===== config.mk =====
export PLATFORM = sky130hd
export DESIGN_NAME = selective_repeat_sender_window_top
export DESIGN_NICKNAME = d
export VERILOG_FILES = /design/src/hw/rtl/srsw_pkg.sv /design/src/hw/rtl/selective_repeat_sender_window_top.sv
export SDC_FILE = /design/constraint.sdc
export NUM_CORES = 1
export LEC_CHECK = 0
export BUFFER_PORTS_ARGS = -buffer_cell sky130_fd_sc_hd__buf_2
export CORE_MARGIN = 5
export CORE_UTILIZATION = 28
export CTS_CLUSTER_SIZE = 12
export DETAILED_ROUTE_END_ITERATION = 10
export PLACE_DENSITY_LB_ADDON = 0.05
export SETUP_SLACK_MARGIN = 0.05
export SLEW_MARGIN = 20
export SYNTH_ARGS = -nofsm -noshare
export SYNTH_HDL_FRONTEND = slang
export SYNTH_SLANG_ARGS = --single-unit

===== constraint.sdc =====
create_clock -name clk -period 4.3 [get_ports clk]
set_clock_uncertainty 0.2 [all_clocks]
set_input_delay 0.215 -clock clk [delete_from_list [all_inputs] [get_ports clk]]
set_output_delay 0.215 -clock clk [all_outputs]
set_load 0.05 [all_outputs]

===== src/hw/rtl/srsw_pkg.sv =====
// Shared types and constants for the selective-repeat sender window.
`default_nettype none

package srsw_pkg;

  // Default sizes of the sequence space and of the largest window
  localparam int SEQ_SPACE_DEF  = 64;
  localparam int MAX_WINDOW_DEF = 8;

  // Fixed port widths
  localparam int CMD_W      = 2;
  localparam int ACK_SEQ_W  = 6;
  localparam int SEQ_OUT_W  = 6;
  localparam int BASE_OUT_W = 7;
  localparam int CFG_IDX_W  = 1;
  localparam int CFG_DATA_W = 7;
  localparam int TOTAL_W    = 7;
  localparam int WINDOW_W   = 4;

  // Register reset values
  localparam logic [TOTAL_W-1:0]  TOTAL_RST  = 7'd10;
  localparam logic [WINDOW_W-1:0] WINDOW_RST = 4'd4;

  // Register indexes on the configuration port
  localparam logic [CFG_IDX_W-1:0] CFG_TOTAL  = 1'b0;
  localparam logic [CFG_IDX_W-1:0] CFG_WINDOW = 1'b1;

  // Event kinds; the spare code behaves as a send opportunity
  typedef enum logic [CMD_W-1:0] {
    CMD_SEND    = 2'd0,
    CMD_ACK     = 2'd1,
    CMD_TIMEOUT = 2'd2,
    CMD_SPARE   = 2'd3
  } cmd_t;

  // Sequencer states
  typedef enum logic [2:0] {
    ST_CLEAR,
    ST_IDLE,
    ST_SLIDE_REQ,
    ST_SLIDE_CHK,
    ST_PREP,
    ST_WALK_REQ,
    ST_WALK_CHK,
    ST_FINISH
  } state_t;

endpackage

`default_nettype wire


===== src/hw/rtl/selective_repeat_sender_window_top.sv =====
// Selective-repeat ARQ sender window: sequencer, acked bitmap and result register.
//
//  Channel | Ports                                             | Direction
//  --------+---------------------------------------------------+----------
//  in      | in_valid/in_ready, in_cmd, in_ack_seq             | word in
//  out     | out_valid/out_ready, out_seq, out_is_send,        | word out
//          | out_ack_ignored, out_done_res, out_base_now,      |
//          | out_last                                          |
//  cfg     | cfg_we, cfg_index, cfg_wdata                      | write only
//
// Steps: every word is accepted, the window edge is set, each sequence up to
//   the edge is walked with a bitmap read request and check, the walk ends and
//   the final word is given; an ack in range first slides the base over acked
//   entries, with a read request and check per slide step. At most one window is
//   walked; each walked entry takes its own read of the bitmap read port.
// Reset: rst_n is synchronous; afterwards the bitmap is swept clear, one entry
//   a cycle over all SEQ_SPACE entries, with in_ready low (cfg writes taken).
// Stalls: a held out word stops the sequencer, when it has a word to give, until
//   it is taken; a new in word is accepted while the last out word still waits.
`default_nettype none

module selective_repeat_sender_window_top
  import srsw_pkg::*;
#(
  parameter int SEQ_SPACE  = SEQ_SPACE_DEF,
  parameter int MAX_WINDOW = MAX_WINDOW_DEF
) (
  input  wire                     clk,
  input  wire                     rst_n,
  // event input
  input  wire                     in_valid,
  output logic                    in_ready,
  input  wire  [CMD_W-1:0]        in_cmd,
  input  wire  [ACK_SEQ_W-1:0]    in_ack_seq,
  // result output
  output logic                    out_valid,
  input  wire                     out_ready,
  output logic [SEQ_OUT_W-1:0]    out_seq,
  output logic                    out_is_send,
  output logic                    out_ack_ignored,
  output logic                    out_done_res,
  output logic [BASE_OUT_W-1:0]   out_base_now,
  output logic                    out_last,
  // configuration
  input  wire                     cfg_we,
  input  wire  [CFG_IDX_W-1:0]    cfg_index,
  input  wire  [CFG_DATA_W-1:0]   cfg_wdata
);

  // Bitmap address, and counters that must reach SEQ_SPACE itself
  localparam int IDX_W  = $clog2(SEQ_SPACE);
  localparam int CNT_W  = $clog2(SEQ_SPACE + 1);
  localparam int WIN_W  = $clog2(MAX_WINDOW + 1);
  localparam int CMP_W  = (CNT_W > TOTAL_W) ? CNT_W : TOTAL_W;
  localparam int WCMP_W = (WIN_W > WINDOW_W) ? WIN_W : WINDOW_W;
  localparam int EDGE_W = ((CNT_W > WIN_W) ? CNT_W : WIN_W) + 1;

  // ---------------------------------------------------------------------------
  // Configuration registers
  // ---------------------------------------------------------------------------
  logic [TOTAL_W-1:0]  total_r;
  logic [WINDOW_W-1:0] window_r;

  always_ff @(posedge clk) begin
    if (!rst_n) begin
      total_r  <= TOTAL_RST;
      window_r <= WINDOW_RST;
    end else if (cfg_we) begin
      unique case (cfg_index)
        CFG_TOTAL:  total_r  <= cfg_wdata[TOTAL_W-1:0];
        CFG_WINDOW: window_r <= cfg_wdata[WINDOW_W-1:0];
        default: ;
      endcase
    end
  end

  // Saturated total and window; config should only move while idle (the user's duty; the block does not enforce it)
  logic [CNT_W-1:0] tot;
  logic [WIN_W-1:0] win;

  always_comb begin
    if (CMP_W'(total_r) > CMP_W'(SEQ_SPACE)) tot = CNT_W'(SEQ_SPACE);
    else                                     tot = CNT_W'(total_r);
    if (WCMP_W'(window_r) > WCMP_W'(MAX_WINDOW)) win = WIN_W'(MAX_WINDOW);
    else                                         win = WIN_W'(window_r);
  end

  // ---------------------------------------------------------------------------
  // Acked bitmap: one write port, one registered read port
  // ---------------------------------------------------------------------------
  logic             acked_mem [SEQ_SPACE];
  logic             mem_we;
  logic [IDX_W-1:0] mem_waddr;
  logic             mem_wdata;
  logic             mem_re;
  logic [IDX_W-1:0] mem_raddr;
  logic             mem_rdata_r;

  always_ff @(posedge clk) begin
    if (mem_we) begin
      acked_mem[mem_waddr] <= mem_wdata;
    end
    if (mem_re) begin
      mem_rdata_r <= acked_mem[mem_raddr];
    end
  end

  // ---------------------------------------------------------------------------
  // Sequencer state and window registers
  // ---------------------------------------------------------------------------
  state_t           state_r, state_nxt;
  logic [IDX_W-1:0] clr_idx_r, clr_idx_nxt;
  logic [CNT_W-1:0] base_r, base_nxt;
  logic [CNT_W-1:0] next_r, next_nxt;
  logic [CNT_W-1:0] edge_r, edge_nxt;
  logic             done_r, done_nxt;
  logic             ign_r, ign_nxt;
  logic             held_r, held_nxt;       // a found send waits for its last flag
  logic [IDX_W-1:0] held_seq_r, held_seq_nxt;

  logic                  out_valid_r, out_valid_nxt;
  logic [SEQ_OUT_W-1:0]  out_seq_r, out_seq_nxt;
  logic                  out_send_r, out_send_nxt;
  logic                  out_ign_r, out_ign_nxt;
  logic                  out_done_r, out_done_nxt;
  logic [BASE_OUT_W-1:0] out_base_r, out_base_nxt;
  logic                  out_last_r, out_last_nxt;

  // Handshake helpers
  logic             out_free;
  logic             in_fire;
  logic             ack_ok;
  logic             is_ack;
  logic             emit;
  logic [IDX_W-1:0] emit_seq;
  logic             emit_send;
  logic             emit_last;
  logic             step_ok;
  logic [EDGE_W-1:0] edge_sum;

  assign out_free = !out_valid_r || out_ready;
  assign in_fire  = in_valid && in_ready;
  assign is_ack   = (cmd_t'(in_cmd) == CMD_ACK);
  assign ack_ok   = (CMP_W'(in_ack_seq) < CMP_W'(tot));
  assign step_ok  = !emit || out_free;
  assign edge_sum = EDGE_W'(base_r) + EDGE_W'(win);

  // Next state
  always_comb begin
    state_nxt = state_r;
    unique case (state_r)
      ST_CLEAR: begin
        if (clr_idx_r == IDX_W'(SEQ_SPACE - 1)) state_nxt = ST_IDLE;
      end
      ST_IDLE: begin
        if (in_fire) begin
          if (is_ack && ack_ok) state_nxt = ST_SLIDE_REQ;
          else                  state_nxt = ST_PREP;
        end
      end
      ST_SLIDE_REQ: begin
        if (base_r < tot) state_nxt = ST_SLIDE_CHK;
        else              state_nxt = ST_PREP;
      end
      ST_SLIDE_CHK: begin
        if (mem_rdata_r) state_nxt = ST_SLIDE_REQ;
        else             state_nxt = ST_PREP;
      end
      ST_PREP: state_nxt = ST_WALK_REQ;
      ST_WALK_REQ: begin
        if (next_r < edge_r) state_nxt = ST_WALK_CHK;
        else                 state_nxt = ST_FINISH;
      end
      ST_WALK_CHK: begin
        if (step_ok) state_nxt = ST_WALK_REQ;
      end
      ST_FINISH: begin
        if (out_free) state_nxt = ST_IDLE;
      end
      default: state_nxt = ST_CLEAR;
    endcase
  end

  // State outputs: handshake, bitmap port, result to emit
  always_comb begin
    in_ready  = 1'b0;
    mem_we    = 1'b0;
    mem_waddr = clr_idx_r;
    mem_wdata = 1'b0;
    mem_re    = 1'b0;
    mem_raddr = base_r[IDX_W-1:0];
    emit      = 1'b0;
    emit_seq  = '0;
    emit_send = 1'b0;
    emit_last = 1'b0;
    unique case (state_r)
      ST_CLEAR: mem_we = 1'b1;
      ST_IDLE: begin
        in_ready = 1'b1;
        if (in_valid && is_ack && ack_ok) begin
          mem_we    = 1'b1;
          mem_waddr = IDX_W'(in_ack_seq);
          mem_wdata = 1'b1;
        end
      end
      ST_SLIDE_REQ: begin
        mem_re    = (base_r < tot);
        mem_raddr = base_r[IDX_W-1:0];
      end
      ST_WALK_REQ: begin
        mem_re    = (next_r < edge_r);
        mem_raddr = next_r[IDX_W-1:0];
      end
      ST_WALK_CHK: begin
        // a new unacked sequence releases the one held before it
        if (!mem_rdata_r && held_r) begin
          emit      = 1'b1;
          emit_seq  = held_seq_r;
          emit_send = 1'b1;
        end
      end
      ST_FINISH: begin
        emit      = 1'b1;
        emit_last = 1'b1;
        if (held_r) begin
          emit_seq  = held_seq_r;
          emit_send = 1'b1;
        end
      end
      ST_SLIDE_CHK, ST_PREP: ;
      default: ;
    endcase
  end

  // Datapath next values
  always_comb begin
    clr_idx_nxt   = clr_idx_r;
    base_nxt      = base_r;
    next_nxt      = next_r;
    edge_nxt      = edge_r;
    done_nxt      = done_r;
    ign_nxt       = ign_r;
    held_nxt      = held_r;
    held_seq_nxt  = held_seq_r;
    out_valid_nxt = out_valid_r;
    out_seq_nxt   = out_seq_r;
    out_send_nxt  = out_send_r;
    out_ign_nxt   = out_ign_r;
    out_done_nxt  = out_done_r;
    out_base_nxt  = out_base_r;
    out_last_nxt  = out_last_r;

    if (state_r == ST_CLEAR) clr_idx_nxt = clr_idx_r + 1'b1;

    if (state_r == ST_IDLE && in_fire) begin
      ign_nxt = is_ack && !ack_ok;
      if (cmd_t'(in_cmd) == CMD_TIMEOUT) next_nxt = base_r;
    end

    if (state_r == ST_SLIDE_CHK && mem_rdata_r) base_nxt = base_r + 1'b1;

    if (state_r == ST_PREP) begin
      if (next_r < base_r) next_nxt = base_r;
      done_nxt = (base_r >= tot);
      if (edge_sum > EDGE_W'(tot)) edge_nxt = tot;
      else                         edge_nxt = CNT_W'(edge_sum);
    end

    if (state_r == ST_WALK_CHK && step_ok) begin
      next_nxt = next_r + 1'b1;
      if (!mem_rdata_r) begin
        held_nxt     = 1'b1;
        held_seq_nxt = next_r[IDX_W-1:0];
      end
    end

    if (state_r == ST_FINISH && out_free) held_nxt = 1'b0;

    // result register
    if (emit && out_free) begin
      out_valid_nxt = 1'b1;
      out_seq_nxt   = SEQ_OUT_W'(emit_seq);
      out_send_nxt  = emit_send;
      out_ign_nxt   = ign_r;
      out_done_nxt  = done_r;
      out_base_nxt  = BASE_OUT_W'(base_r);
      out_last_nxt  = emit_last;
    end else if (out_ready) begin
      out_valid_nxt = 1'b0;
    end
  end

  always_ff @(posedge clk) begin
    if (!rst_n) begin
      state_r     <= ST_CLEAR;
      clr_idx_r   <= '0;
      base_r      <= '0;
      next_r      <= '0;
      held_r      <= 1'b0;
      out_valid_r <= 1'b0;
    end else begin
      state_r     <= state_nxt;
      clr_idx_r   <= clr_idx_nxt;
      base_r      <= base_nxt;
      next_r      <= next_nxt;
      held_r      <= held_nxt;
      out_valid_r <= out_valid_nxt;
    end
  end

  always_ff @(posedge clk) begin
    edge_r     <= edge_nxt;
    done_r     <= done_nxt;
    ign_r      <= ign_nxt;
    held_seq_r <= held_seq_nxt;
    out_seq_r  <= out_seq_nxt;
    out_send_r <= out_send_nxt;
    out_ign_r  <= out_ign_nxt;
    out_done_r <= out_done_nxt;
    out_base_r <= out_base_nxt;
    out_last_r <= out_last_nxt;
  end

  assign out_valid       = out_valid_r;
  assign out_seq         = out_seq_r;
  assign out_is_send     = out_send_r;
  assign out_ack_ignored = out_ign_r;
  assign out_done_res    = out_done_r;
  assign out_base_now    = out_base_r;
  assign out_last        = out_last_r;

  // ---------------------------------------------------------------------------
  // Assertions
  // ---------------------------------------------------------------------------
  a_clear_blocks_input: assert property (@(posedge clk) disable iff (!rst_n)
    (state_r == ST_CLEAR) |-> !in_ready)
    else $error("input taken during bitmap clear");

  a_held_in_walk: assert property (@(posedge clk) disable iff (!rst_n)
    held_r |-> (state_r == ST_WALK_REQ || state_r == ST_WALK_CHK ||
                state_r == ST_FINISH))
    else $error("held send outside the walk");

  a_next_not_below_base: assert property (@(posedge clk) disable iff (!rst_n)
    (state_r == ST_WALK_REQ || state_r == ST_WALK_CHK) |-> (next_r >= base_r))
    else $error("walk below window base");

  a_status_is_last: assert property (@(posedge clk) disable iff (!rst_n)
    (out_valid_r && !out_send_r) |-> (out_last_r && out_seq_r == '0))
    else $error("status word not final or carries a sequence");

  a_base_bounded: assert property (@(posedge clk) disable iff (!rst_n)
    (state_r != ST_CLEAR) |-> (base_r <= CNT_W'(SEQ_SPACE)))
    else $error("window base beyond sequence space");

endmodule

`default_nettype wire

==> results_dict.tcl <==
set metrics [dict create \
    slew_headroom_pct 31.5 \
    drtIter0Drc 277 \
    fin_setup_tns_ns 0 \
    hold_depth 2 \
    synth_nets 751 \
    ys_seq_area_share_pct 50.0 \
    drt.antenna.violating_nets 0 \
    r2r_end "edge_r[3]" \
    core_mm2 0.0258 \
    initial_core_util_pct 28.1 \
    min_from "rst_n" \
    wire_per_inst_um 17.9 \
    ys_types 53 \
    grt_overflow 0 \
    layout_commonest_cell "nor2_1" \
    hold_path_class "in -> reg" \
    netlist_area_mm2 0.00727 \
    grt_use_met1_pct 20.2 \
    worst_pin_slew_ns 1.02 \
    grt.total_usage_pct 14.1 \
    synth-edff-count 97 \
    end_kind "flop" \
    clockRootBuffer "clkbuf_16" \
    grt_pass1_vias 5376 \
    viasPerCell 4.86 \
    syn-instance-count 691 \
    clock-sinks 133 \
    max_freq_mhz 261 \
    peakVddDrop_v 0.000178 \
    nets 810 \
    fin_util_pct 33.5 \
    clk_transition_reported_paths_ns 0.07 \
    cts.htree.levels 4 \
    synth_top_area_share_pct 40.1 \
    hold_viol 0 \
    numCtsBuffers 17 \
    async_flop_share_pct 0 \
    leakage_uw 0.00363 \
    grt_start_max_net_pins 53 \
    use_met3_pct 2.61 \
    critical_path_class "reg -> reg" \
    num_io_pins 40 \
    drive_gt1_share_pct 15.2 \
    rr_startpoint "window_r[3]" \
    drc 0 \
    yosys_warnings 0 \
    nFillCells 2666 \
    critPathArrivalTime_ns 3.80 \
    grt.busiest_layer "met2" \
    rows 59 \
    wl_um 19700 \
    worstPathMaxFanout 7 \
    period_share_pct 89.1 \
    port-buffer-count 39 \
    synth_flop_cell "edfxtp_1" \
    vias 5331 \
    ff2ff_path_depth 14 \
    die_h_um 171 \
    synth_top_area_cell "edfxtp_1" \
    status "finished clean" \
    layout_common_cells "nor2_1 (107), edfxtp_1 (97), mux2i_1 (59), nand2_1 (46), buf_2 (39)" \
    p_per_area_mw_per_mm2 366 \
    gp_congestion 0.777 \
    grt_pass1_wl_um 31200 \
    hold_path_end "next_r[0]" \
    fin_crit_ns 3.83 \
    die_area_mm2 0.0293 \
    setup_viol 0 \
    syn_to_final_growth_pct 19.2 \
    synth-seq-cells 133 \
    die_x_um 171 \
    antenna_cells 0 \
    slew_violations 0 \
    cp-start-kind "flop" \
    grt_antenna_before_repair 0 \
    drt-pass1-iter-count 5 \
    met2_usage_pct 22.1 \
    worst_skew_pair.late_latency_ns 0.42 \
    dp_hpwl_um 14100 \
    cts_tree "yes" \
    syn_avg_cell_area_um2 10.5 \
    clock_path_buffers 2 \
    rsz0062_at_grt "false" \
    cap_violations 0 \
    synth_area_leaders "edfxtp_1 (40%), dfxtp_1 (9.9%), mux2i_1 (8.3%), ha_1 (6.5%), nor2_1 (5.5%)" \
    rrSetupSlack_ns 0.47 \
    worstPathRequired_ns 4.27 \
]
power breakdown:
group          switching (µW)  leakage, µW  internal [µW]
registers                10.1      0.00134           1370
logic                    89.1      0.00199           64.1
clock network             604     0.000304           1030
cells in the mapped netlist (all sizes together) (10+ instances only):
library cell / n
ha: 38
edfxtp: 97
a211oi: 10
o21ai: 14
a21o: 11
mux2i: 61
nand3: 19
nor2: 107
a31oi: 20
buf: 16
nand2: 46
dfxtp: 36
mux2: 12
clkbuf: 12
inv: 30
nand2b: 14
nor2b: 22
xnor2: 10
a21oi: 30
timing repair:
action | CTS | global route
resized for setup | 0 | 0
hold endpoints to repair | 13 | 0
setup buffers | 0 | 0
hold buffers | 15 | 0
endpoints found under the setup margin | 0 | 0
worst max-delay path: stages (launching register included):
cell	delay, ns
dfxtp_1	0.39
nor2b_1	0.07
ha_1	0.20
fa_1	0.40
a21o_1	0.17
a21oi_1	0.21
nor2_1	0.09
xnor2_1	0.16
ha_1	0.33
and4_1	0.20
nand4_1	0.16
nand2_1	0.11
o31ai_1	0.09
a31oi_2	0.41
mux2_2	0.39
through the flow:
step                      hold WS, ns  std cells  instance area (µm²)  total power (µW)  worst slack (ns)
after global routing           0.0274       1098                 8660              3300             0.300
final                          0.0271       1098                 8660              3170             0.469
after floorplan                 0.139        691                 7270              1500             0.795
after CTS                     0.00643       1098                 8660              3210             0.457
after detailed placement        0.214       1051                 7860              1550             0.484
after global placement          0.214       1051                 7860              1550             0.589
area by class of cell:
class                   count  area (µm²)  area share (%)
flip-flops and latches    133        3630            42.0
multi-input cells         500        3390            39.2
well taps                 335         419            4.84
repair buffers             68         450            5.20
inverters                  30         113            1.30
clock inverters            15         228            2.63
clock buffers              17         425            4.91
sequential cells by signal, indices dropped and copies added (netlist names):
register and count:
out_last 1, ign_r 1, out_base_now 7, held_seq_r 6, out_valid 1, next_r 7, out_ack_ignored 1, edge_r 7
total_r 7, acked_mem 64, clr_idx_r 6, out_is_send 1, out_seq 6, base_r 7, window_r 4, held_r 1
out_done_res 1, mem_rdata_r 1, done_r 1, state_r 3
routing by layer:
layer / wire length [µm] / up-vias
li1: - / 2626
met1: 10000 / 2586
met2: 8800 / 107
met3: 632 / 12
met4: 212 / 0
met5: 0 / -
kinds of logic (layout without fill, tap and decap cells):
kind of cell	after synthesis	count (layout)	synth area share, %
simple gates	260	260	17.4
flops	133	133	50.0
compound gates	114	114	10.2
mux	73	73	10.4
buf+inv	58	130	3.43
fa+ha+maj	39	39	6.82
xor+xnor	14	14	1.69
worst max-delay path by stage:
stage                           start   endpoint  slack, ns  cells past startpoint
final                     window_r[3]  edge_r[3]       0.47                     14
after global placement    window_r[3]  edge_r[4]       0.59                     14
after CTS                 window_r[3]  edge_r[3]       0.46                     14
after detailed placement  window_r[3]  edge_r[3]       0.48                     14
after floorplan           window_r[3]  edge_r[0]       0.80                     14
after global routing      window_r[3]  edge_r[2]       0.30                     14
(Power assumes the default switching activity.)
